`config.mk`:
```
export PLATFORM = sky130hd
export DESIGN_NAME = register_datagram_codec_core_flat
export DESIGN_NICKNAME = d
export VERILOG_FILES = /design/src/hw/rtl/rdc_pkg.sv /design/src/hw/rtl/rdc_in_if.sv /design/src/hw/rtl/rdc_out_if.sv /design/src/hw/rtl/rdc_reply.sv /design/src/hw/rtl/rdc_frame_ser.sv /design/src/hw/rtl/register_datagram_codec_core.sv /design/src/flat_wrapper.sv
export SDC_FILE = /design/constraint.sdc
export NUM_CORES = 1
export LEC_CHECK = 0
export BUFFER_PORTS_ARGS = -buffer_cell sky130_fd_sc_hd__buf_2
export CELL_PAD_IN_SITES_DETAIL_PLACEMENT = 0
export CELL_PAD_IN_SITES_GLOBAL_PLACEMENT = 2
export CORE_MARGIN = 2
export CORE_UTILIZATION = 40
export CTS_BUF_LIST = sky130_fd_sc_hd__clkbuf_16
export CTS_CLUSTER_SIZE = 12
export DETAILED_ROUTE_END_ITERATION = 7
export PLACE_DENSITY = 0.76
export SLEW_MARGIN = 10
export SYNTH_ARGS = -nofsm -noshare
export SYNTH_HDL_FRONTEND = slang
export SYNTH_SLANG_ARGS = --single-unit
```
`constraint.sdc`:
```
create_clock -name clk -period 3.9 [get_ports clk]
set_input_delay 0.39 -clock clk [delete_from_list [all_inputs] [get_ports clk]]
set_output_delay 0.39 -clock clk [all_outputs]
set_load 0.02 [all_outputs]
```
`src/hw/rtl/rdc_pkg.sv`:
```
// ----------------------------------------------------------------------------
// rdc_pkg
// Types, codes and the CRC-8 step shared by the register datagram codec.
// ----------------------------------------------------------------------------
`default_nettype none

package rdc_pkg;

  typedef enum logic [1:0] {
    FUNC_WRITE = 2'd0,
    FUNC_READ  = 2'd1,
    FUNC_REPLY = 2'd2,
    FUNC_NONE  = 2'd3
  } func_t;

  localparam logic KIND_TX    = 1'b0;
  localparam logic KIND_REPLY = 1'b1;

  localparam logic [7:0] SYNC_BYTE  = 8'h05;
  localparam logic [7:0] WRITE_FLAG = 8'h80;
  localparam logic [7:0] READ_MASK  = 8'h7F;
  localparam logic [7:0] CRC_POLY   = 8'h07;

  // Frame shifter bytes before the CRC byte, and reply bytes before its CRC.
  localparam logic [2:0] WRITE_BYTES = 3'd7;
  localparam logic [2:0] READ_BYTES  = 3'd3;
  localparam logic [2:0] REPLY_LAST  = 3'd5;

  typedef struct packed {
    func_t       func;
    logic [7:0]  node_address;
    logic [6:0]  reg_address;
    logic [31:0] write_data;
    logic [7:0]  rx_byte;
  } in_item_t;

  typedef struct packed {
    logic        out_kind;
    logic [7:0]  tx_byte;
    logic        tx_last;
    logic [31:0] reply_value;
    logic        reply_crc_ok;
  } out_item_t;

  typedef struct packed {
    logic busy;
    logic last;
  } ser_status_t;

  typedef struct packed {
    logic        done;
    logic [31:0] value;
    logic        crc_ok;
  } reply_status_t;

  // MSB-first CRC-8, one byte.
  function automatic logic [7:0] crc8_step(input logic [7:0] crc, input logic [7:0] data);
    logic [7:0] c;
    c = crc ^ data;
    for (int b = 0; b < 8; b++) begin
      if (c[7]) begin
        c = {c[6:0], 1'b0} ^ CRC_POLY;
      end else begin
        c = {c[6:0], 1'b0};
      end
    end
    return c;
  endfunction

endpackage

`default_nettype wire

```
`src/hw/rtl/rdc_in_if.sv`:
```
// ----------------------------------------------------------------------------
// rdc_in_if
// Valid/ready channel carrying codec request and reply-byte beats.
// ----------------------------------------------------------------------------
`default_nettype none

interface rdc_in_if;
  import rdc_pkg::*;

  logic     valid;
  logic     ready;
  in_item_t payload;

  modport source (output valid, output payload, input ready);
  modport sink (input valid, input payload, output ready);
endinterface

`default_nettype wire

```
`src/hw/rtl/rdc_out_if.sv`:
```
// ----------------------------------------------------------------------------
// rdc_out_if
// Valid/ready channel carrying transmit bytes and reply-complete beats.
// ----------------------------------------------------------------------------
`default_nettype none

interface rdc_out_if;
  import rdc_pkg::*;

  logic      valid;
  logic      ready;
  out_item_t payload;

  modport source (output valid, output payload, input ready);
  modport sink (input valid, input payload, output ready);
endinterface

`default_nettype wire

```
`src/hw/rtl/rdc_reply.sv`:
```
// ----------------------------------------------------------------------------
// rdc_reply
// Reply assembler: byte count, running CRC and the 32-bit value.
// ----------------------------------------------------------------------------
`default_nettype none

module rdc_reply (
  input  wire logic                  clk,
  input  wire logic                  rst,
  input  wire logic                  update,
  input  wire rdc_pkg::func_t        func,
  input  wire logic [7:0]            rx_byte,
  output rdc_pkg::reply_status_t     status
);
  import rdc_pkg::*;

  logic [2:0]  count;
  logic [7:0]  crc;
  logic [31:0] data;
  logic [31:0] data_next;
  logic [1:0]  lane;

  assign lane = count[1:0] - 2'd1;

  always_comb begin
    data_next = data;
    case (lane)
      2'd0:    data_next[7:0]   = data[7:0]   | rx_byte;
      2'd1:    data_next[15:8]  = data[15:8]  | rx_byte;
      2'd2:    data_next[23:16] = data[23:16] | rx_byte;
      2'd3:    data_next[31:24] = data[31:24] | rx_byte;
      default: data_next = data;
    endcase
  end

  always_comb begin
    status.done   = (count >= REPLY_LAST);
    status.value  = data;
    status.crc_ok = (crc == rx_byte);
  end

  always_ff @(posedge clk) begin
    if (rst) begin
      count <= '0;
      crc   <= '0;
      data  <= '0;
    end else if (update) begin
      if (func == FUNC_READ || (func == FUNC_REPLY && status.done)) begin
        count <= '0;
        crc   <= '0;
        data  <= '0;
      end else if (func == FUNC_REPLY) begin
        crc   <= crc8_step(crc, rx_byte);
        count <= count + 3'd1;
        // byte 0 only feeds the CRC
        if (count != 3'd0) begin
          data <= data_next;
        end
      end
    end
  end

endmodule

`default_nettype wire

```
`src/hw/rtl/rdc_frame_ser.sv`:
```
// ----------------------------------------------------------------------------
// rdc_frame_ser
// Request frame shifter: one byte per beat, CRC folded in as bytes leave.
// ----------------------------------------------------------------------------
`default_nettype none

module rdc_frame_ser (
  input  wire logic              clk,
  input  wire logic              rst,
  input  wire logic              load,
  input  wire rdc_pkg::in_item_t item,
  input  wire logic              advance,
  output rdc_pkg::ser_status_t   status,
  output rdc_pkg::out_item_t     beat
);
  import rdc_pkg::*;

  logic        busy;
  logic [2:0]  count;
  logic [55:0] bytes;
  logic [7:0]  crc;

  always_comb begin
    status.busy = busy;
    status.last = busy && (count == 3'd0);
    beat.out_kind     = KIND_TX;
    beat.tx_byte      = (count == 3'd0) ? crc : bytes[7:0];
    beat.tx_last      = (count == 3'd0);
    beat.reply_value  = '0;
    beat.reply_crc_ok = 1'b0;
  end

  always_ff @(posedge clk) begin
    if (rst) begin
      busy <= 1'b0;
    end else if (load) begin
      busy <= 1'b1;
    end else if (advance && busy && count == 3'd0) begin
      busy <= 1'b0;
    end
  end

  always_ff @(posedge clk) begin
    if (load) begin
      crc <= '0;
      if (item.func == FUNC_WRITE) begin
        count <= WRITE_BYTES;
        bytes <= {item.write_data, {1'b0, item.reg_address} | WRITE_FLAG,
                  item.node_address, SYNC_BYTE};
      end else begin
        count <= READ_BYTES;
        bytes <= {32'd0, {1'b0, item.reg_address} & READ_MASK,
                  item.node_address, SYNC_BYTE};
      end
    end else if (advance && busy && count != 3'd0) begin
      crc   <= crc8_step(crc, bytes[7:0]);
      bytes <= {8'd0, bytes[55:8]};
      count <= count - 3'd1;
    end
  end

endmodule

`default_nettype wire

```
`src/hw/rtl/register_datagram_codec_core.sv`:
```
// ----------------------------------------------------------------------------
// register_datagram_codec_core
// Builds register-bus request frames and assembles six-byte replies.
// ----------------------------------------------------------------------------
// Usage:
//   items   - input beats. func 0 sends a write frame (8 bytes), func 1 a
//             read frame (4 bytes, also restarts reply assembly), func 2
//             hands in one received reply byte, func 3 is dropped.
//   results - output beats: transmit bytes (out_kind 0, tx_last on the CRC
//             byte) or a reply-complete beat (out_kind 1) on every sixth
//             reply byte, with the value and the CRC match flag.
//   A first transmit byte passes the holding register, the frame shifter
//   and the output register; a reply-complete beat skips the shifter.
//   Throughput: the frame shifter sends one byte per cycle unless results
//   stalls, so a write holds the frame path for its 8 bytes, a read for
//   its 4; reply bytes that complete nothing pass at one per cycle. One
//   item waits in a holding register while a frame is still going out.
//   Reset clears the reply count, CRC and value and empties every stage.
//   A stall on results holds the output register; a request or completing
//   reply byte then fills the holding register and items.ready drops.
// ----------------------------------------------------------------------------
`default_nettype none

module register_datagram_codec_core (
  input wire logic    clk,
  input wire logic    rst,
  rdc_in_if.sink      items,
  rdc_out_if.source   results
);
  import rdc_pkg::*;

  logic          item_valid;
  in_item_t      item;
  logic          out_valid;
  out_item_t     out_data;

  ser_status_t   ser_status;
  out_item_t     ser_beat;
  reply_status_t rep_status;

  logic out_take;
  logic ser_free;
  logic item_is_req;
  logic item_completes;
  logic item_adv;
  logic ser_emit;
  logic rep_push;

  assign out_take       = !out_valid || results.ready;
  assign ser_emit       = ser_status.busy && out_take;
  assign ser_free       = !ser_status.busy || (out_take && ser_status.last);
  assign item_is_req    = (item.func == FUNC_WRITE) || (item.func == FUNC_READ);
  assign item_completes = (item.func == FUNC_REPLY) && rep_status.done;

  always_comb begin
    if (!item_valid) begin
      item_adv = 1'b0;
    end else if (item_is_req) begin
      item_adv = ser_free;
    end else if (item_completes) begin
      // hold until the frame in flight has fully gone out
      item_adv = !ser_status.busy && out_take;
    end else begin
      item_adv = 1'b1;
    end
  end

  assign rep_push    = item_adv && item_completes;
  assign items.ready = !item_valid || item_adv;

  always_ff @(posedge clk) begin
    if (rst) begin
      item_valid <= 1'b0;
    end else if (items.valid && items.ready) begin
      item_valid <= 1'b1;
    end else if (item_adv) begin
      item_valid <= 1'b0;
    end
  end

  always_ff @(posedge clk) begin
    if (items.valid && items.ready) begin
      item <= items.payload;
    end
  end

  rdc_frame_ser u_ser (
    .clk     (clk),
    .rst     (rst),
    .load    (item_adv && item_is_req),
    .item    (item),
    .advance (out_take),
    .status  (ser_status),
    .beat    (ser_beat)
  );

  rdc_reply u_reply (
    .clk     (clk),
    .rst     (rst),
    .update  (item_adv),
    .func    (item.func),
    .rx_byte (item.rx_byte),
    .status  (rep_status)
  );

  always_ff @(posedge clk) begin
    if (rst) begin
      out_valid <= 1'b0;
    end else if (ser_emit || rep_push) begin
      out_valid <= 1'b1;
    end else if (results.ready) begin
      out_valid <= 1'b0;
    end
  end

  always_ff @(posedge clk) begin
    if (ser_emit) begin
      out_data <= ser_beat;
    end else if (rep_push) begin
      out_data.out_kind     <= KIND_REPLY;
      out_data.tx_byte      <= '0;
      out_data.tx_last      <= 1'b0;
      out_data.reply_value  <= rep_status.value;
      out_data.reply_crc_ok <= rep_status.crc_ok;
    end
  end

  assign results.valid   = out_valid;
  assign results.payload = out_data;

endmodule

`default_nettype wire

```
`src/flat_wrapper.sv`:
```
// flat-port wrapper written by rule: the top's interface ports become plain ports
module register_datagram_codec_core_flat import rdc_pkg::*;
  (clk, rst, items_valid, items_payload, items_ready, results_valid, results_payload, results_ready);
  rdc_in_if items_i ();
  rdc_out_if results_i ();
  input wire logic clk;
  input wire logic rst;
  input wire logic [$bits(items_i.valid)-1:0] items_valid;
  input wire logic [$bits(items_i.payload)-1:0] items_payload;
  output wire logic [$bits(items_i.ready)-1:0] items_ready;
  output wire logic [$bits(results_i.valid)-1:0] results_valid;
  output wire logic [$bits(results_i.payload)-1:0] results_payload;
  input wire logic [$bits(results_i.ready)-1:0] results_ready;
  assign items_i.valid = items_valid;
  assign items_i.payload = items_payload;
  assign items_ready = items_i.ready;
  assign results_valid = results_i.valid;
  assign results_payload = results_i.payload;
  assign results_i.ready = results_ready;
  register_datagram_codec_core u_core (.clk(clk), .rst(rst), .items(items_i), .results(results_i));
endmodule
```
## Word level (Yosys, flattened, before mapping)

Cells that the tools add are included.

| storage, ports and cells | value |
|---|---|
| register bits | 213 |
| input port bits | 61 |
| output and inout port bits | 45 |
| logic and storage cells | 181 |

| cells by class | value |
|---|---|
| $add $sub $neg | 3 |
| $lt $le $gt $ge | 1 |
| equality and inequality tests | 6 |
| muxes and demuxes | 87 |
| bitwise gates (word level) | 22 |
| reduce and logical (&&, ||, !) cells | 40 |

Operator list:

| kind | count |
|---|---|
| 2-to-1 mux 8 bit | 49 |
| 2-to-1 mux 56 bit | 3 |
| 2-to-1 mux 32 bit | 3 |
| 2-to-1 mux 42 bit | 2 |
| 2-to-1 mux 3 bit | 21 |
| NOT 3 bit | 16 |
| OR 8 bit | 4 |
| nonzero test 2 bit | 11 |
| AND reduction 4 bit | 4 |
| bitwise XOR 8 bit | 2 |
| logical AND 1 bit | 10 |
| 2-to-1 mux 1 bit | 9 |
| == test 8 bit | 1 |
| == test 2 bit (second input constant) | 3 |
| logical OR 1 bit | 6 |
| nonzero test 3 bit | 2 |
| == test 2 x 1 -> 1 bit (second input constant) | 2 |
| zero test 2 bit | 2 |
| adder 3 x 1 -> 3 bit (second input constant) | 1 |
| >= comparator 3 bit (second input constant) | 1 |
| zero test 1 bit | 3 |
| zero test 3 bit | 1 |
| subtractor 3 x 1 -> 3 bit (second input constant) | 1 |
| AND reduction 2 bit | 1 |
| subtractor 2 x 1 -> 2 bit (second input constant) | 1 |

## Longest topological paths before layout

| depth | value |
|---|---|
| word-level depth | 48 |
| depth in mapped cells | 9 |
| gate-level depth less buffers | 7 |

## Cells and area by module

From an unflattened synthesis, not the netlist that was laid out.

| second synthesis, totals | value |
|---|---|
| cell total of the unflattened synthesis | 636 |
| area total of the unflattened synthesis | 9093.7 um^2 |

Modules (own cells, without submodules):

| module | instances | cells each | area each (um^2) |
|---|---|---|---|
| register_datagram_codec_core | 1 | 168 | 3763.6 |
| rdc_frame_ser | 1 | 259 | 3364.5 |
| rdc_reply | 1 | 209 | 1965.6 |

## Worst setup path before layout

Ideal clock, no wire load.

| timing path | value |
|---|---|
| path kind | reg-to-reg |
| from | reg u_core.u_reply.count[1] |
| to | reg, netlist name u_core.item[0] |
| setup time | 0.421 ns |
| arrival time | 3.260 ns |
| required time | 3.479 ns |
| path slack | 0.220 ns |
| stages on the path, launching flop included | 7 |
| buffers on the path | 0 |
| period minus slack after synthesis | 3.680 ns |
| cell sequence | dfxtp_1 > inv_1 > ha_1 > o311a_4 > o211a_4 > o21ai_0 > and2_1 |

| on the way | value |
|---|---|
| cells in the longest elaborated chain, start to end | 7 |

Ends and longest elaborated chain:

| item | RTL line | text |
|---|---|---|
| start, declared | rdc_reply.sv:17 | `logic [2:0] count;` |
| start signal, assigned | rdc_reply.sv:54 | `count <= count + 3'd1;` |
| >= comparator 3 bit | rdc_reply.sv:37 | `status.done = (count >= REPLY_LAST);` |
| logical AND 1 bit | register_datagram_codec_core.sv:53 | `assign item_completes = (item.func == FUNC_REPLY) && rep_status.done;` |
| 2-to-1 mux 1 bit | register_datagram_codec_core.sv:60 | `end else if (item_completes) begin` |
| 2-to-1 mux 1 bit | register_datagram_codec_core.sv:58 | `end else if (item_is_req) begin` |
| 2-to-1 mux 1 bit | register_datagram_codec_core.sv:56 | `if (!item_valid) begin` |
| logical OR 1 bit | register_datagram_codec_core.sv:69 | `assign items.ready = !item_valid \|\| item_adv;` |
| via items_ready | flat_wrapper.sv:10 | `output wire logic [$bits(items_i.ready)-1:0] items_ready;` |
| logical AND 1 bit | register_datagram_codec_core.sv:82 | `if (items.valid && items.ready) begin` |

The timed path passes the listed nets, and every way through them passes these cells.
A chain may end at the register's enable or synchronous reset.

## Worst setup path in the final report

| timing path | value |
|---|---|
| from | reg u_core.u_reply.count[1] |
| to | reg, netlist name u_core.item[40] |

| on the way | value |
|---|---|
| cells in the longest elaborated chain, start to end | 7 |

Ends and longest elaborated chain:

| item | RTL line |
|---|---|
| >= comparator 3 bit | rdc_reply.sv:37 |
| logical AND 1 bit | register_datagram_codec_core.sv:53 |
| 2-to-1 mux 1 bit | register_datagram_codec_core.sv:60 |
| 2-to-1 mux 1 bit | register_datagram_codec_core.sv:58 |
| 2-to-1 mux 1 bit | register_datagram_codec_core.sv:56 |
| logical OR 1 bit | register_datagram_codec_core.sv:69 |
| logical AND 1 bit | register_datagram_codec_core.sv:82 |

No other way between the ends.

==> flow_metrics.env <==
export IMPL_synthFlopType="edfxtp_1"
export IMPL_postSynthAreaPerCell_um2=13.6
export IMPL_placed_area_um2=9180
export IMPL_grt_antenna_before_repair=1
export IMPL_start_util=0.410
export IMPL_grt_use_total=0.150
export IMPL_htreeDepth=1
export IMPL_wirelength_mm=16.7
export IMPL_synth_nets=691
export IMPL_final_setup_tns_ns=0
export IMPL_drive_above_1_share=0.245
export IMPL_end_kind="flop"
export IMPL_post_route_period_util=0.795
export IMPL_ys_seq_area_frac=0.658
export IMPL_firstDrtPassIters=5
export IMPL_dp_hpwl_mm=11.1
export IMPL_critical_path_class="flop to flop"
export IMPL_cts_resized=0
export IMPL_vias=4993
export IMPL_p_leak_nw=3.92
export IMPL_critPathLaunchType="flop"
export IMPL_finalMaxSlewViolations=0
export IMPL_die_width_um=149
export IMPL_core_um2=20400
export IMPL_skew_ns=0.0240
export IMPL_worstMarginPinSlew_ns=0.781
export IMPL_ir_drop_uv=351
export IMPL_ios=106
export IMPL_wl_per_cell_um=16.4
export IMPL_ys_types=50
export IMPL_r2r_setup_slack_ns=0.80
export IMPL_synthCells=616
export IMPL_cts_sinks=213
export IMPL_synth_async_reset_ratio=0
export IMPL_grt_start_max_net_pins=60
export IMPL_required_ns=4.07
export IMPL_cp_arrival_ns=3.28
export IMPL_nets=803
export IMPL_hp_class="input pin to flop"
export IMPL_syn_area_um2=8380
export IMPL_first_global_vias=4909
export IMPL_synth_edf_count=125
export IMPL_yosys_warnings=0
export IMPL_crit_fanout=31
export IMPL_hold_viol_final=0
export IMPL_grt_overflow_total=0
export IMPL_clockBufferDepth=3
export IMPL_drc=0
export IMPL_grt_pass1_wl_mm=26.1
export IMPL_die_h_um=149
export IMPL_cts_clk_slew_worst_paths_ns=0.06
export IMPL_ant_nets=0
export IMPL_rsz0062_at_grt="no"
export IMPL_vias_per_cell=4.91
export IMPL_tritoncts="done"
export IMPL_cts_hold_buf=0
export IMPL_filler_cell_count=1813
export IMPL_min_period_ns=3.10
export IMPL_status="finished clean"
export IMPL_slew_headroom=0.480
export IMPL_setup_violations_final=0
export IMPL_gp_congestion=0.772
export IMPL_insertion_delay_ns=0.52
export IMPL_numPortBuffers=105
export IMPL_power_density_nw_per_um2=529
export IMPL_post_cts_setup_buffer_count=0
export IMPL_fin_area_um2=9930
export IMPL_cts_buffers=24
export IMPL_max_freq_mhz=322
export IMPL_ys_ff_latch=213
export IMPL_drt_iter0_markers=236
export IMPL_dieArea_um2=22100
export IMPL_rows=52
export IMPL_clockRootBuffer="clkbuf_16"
export IMPL_area_growth_pct=18.4
export IMPL_cap_violations=0
## logic make-up after synthesis
logic type,Yosys count,share of synthesized area
muxes,51,0.0633
AOI/OAI and AO/OA,96,0.0839
buffers and inverters,42,0.0240
and+or+nand+nor,155,0.0936
xor gates and xnor gates,45,0.0563
DFF,213,0.658
adders and majority gates,14,0.0209
## layout make-up
class	instances	area, um^2	share of cell area
diodes	1	2.50	0.000252
clock buffers	25	626	0.0630
clock inverters	19	119	0.0120
inverters	13	48.8	0.00492
multi-input cells	361	2680	0.270
flip-flops and latches	213	5520	0.556
well taps	270	338	0.0340
repair buffers	115	601	0.0605
## routing by layer
| layer | up-vias | global-route usage | wire (um) |
|---|---|---|---|
| met1 | 2413 | 0.205 | 7580 |
| li1 | 2441 | - | - |
| met5 | - | 0 | 0 |
| met3 | 26 | 0.0303 | 776 |
| met4 | 0 | 0.0462 | 360 |
| met2 | 113 | 0.244 | 7970 |
## layout by cell type (no fill, tap or decap), types with 2 or more instances in the layout
cell type    n
nor3_2       2
clkbuf_16   25
a311oi_1     2
nand3_1      7
o31a_1       3
nand2_1     16
a21oi_1     41
nor2b_1      2
mux2i_1     35
and3_1       2
inv_1       19
nand3b_1     2
dfxtp_1     88
nor2_2       2
nor2_1      81
mux2_2      15
clkinv_2     3
a22o_1      31
ha_1        14
xnor3_1      4
buf_2      105
a21o_1       5
and2_1      15
nand2b_1     6
xnor2_1     27
edfxtp_1   125
a211oi_2     2
xor2_1      12
clkinv_1     6
nor4_4       4
o21ai_0      2
a211oi_1     3
nand4_1      2
buf_4       10
nor3_1       6
## worst max-delay path: stages (launching register included)
cell and delay, ns:
dfxtp_1 0.42, inv_1 0.13, ha_1 0.21, o311a_4 0.35, o211a_4 0.21, o21ai_0 0.25
and2_2 0.70, buf_4 0.47
## flip-flops by register name (all words and copies together) (netlist names), 3 cells and up
name / flops
u_core.results.payload: 43
u_core.item: 57
u_core.u_reply.count: 3
u_core.u_ser.count: 3
u_core.u_reply.data: 32
u_core.u_reply.crc: 8
u_core.u_ser.crc: 8
u_core.u_ser.bytes: 56
## per-stage QoR
step | worst slack (ns) | hold WS [ns] | power [mW] | utilization | instances
floorplan | 0.220 | 0.437 | 3.08 | - | 616
global placement | 0.931 | 0.451 | 3.20 | 0.449 | 972
detailed placement | 0.765 | 0.459 | 3.22 | 0.449 | 972
CTS | 0.758 | 0.0206 | 5.32 | 0.486 | 1016
global route | 0.597 | 0.0273 | 5.47 | 0.486 | 1017
finish | 0.798 | 0.0455 | 5.25 | 0.486 | 1017
## Yosys cell counts (3+ instances only)
cell type,instances,area [um^2]
a211oi_1,3,22.5
a21o_1,5,37.5
a21oi_1,41,205
a22o_1,31,272
and2_1,16,100
buf_2,11,55.1
buf_6,4,45.0
clkbuf_1,14,52.6
dfxtp_1,88,1760
edfxtp_1,125,3750
ha_1,14,175
inv_1,12,45.0
mux2_2,15,169
mux2i_1,35,350
nand2_1,17,63.8
nand2b_1,6,37.5
nand3_1,7,35.0
nor2_1,82,308
nor3_1,6,30.0
nor4_4,4,85.1
o31a_1,3,26.3
xnor2_1,27,236
xnor3_1,4,90.1
xor2_1,12,105
## power breakdown
group / leakage (nW) / internal [mW] / total [mW] / switching [mW]
Clock: 0.392 / 1.22 / 2.08 / 0.855
Sequential: 1.91 / 2.52 / 2.61 / 0.0855
Combinational: 1.62 / 0.280 / 0.561 / 0.281
Total: 3.92 / 4.02 / 5.25 / 1.22
## final timing paths
| path | startpoint | depth (start not counted) | endpoint |
|---|---|---|---|
| setup / recovery | u_core.u_reply.count[1] | 7 | u_core.item[40] |
| hold / removal | items_payload[34] | 1 | u_core.item[34] |
| setup reg to reg | u_core.u_reply.count[1] | 7 | u_core.item[40] |
| hold reg to reg | u_core.u_reply.data[7] | 2 | u_core.u_reply.data[7] |
Note: power is estimated with default switching activity, not from simulation.
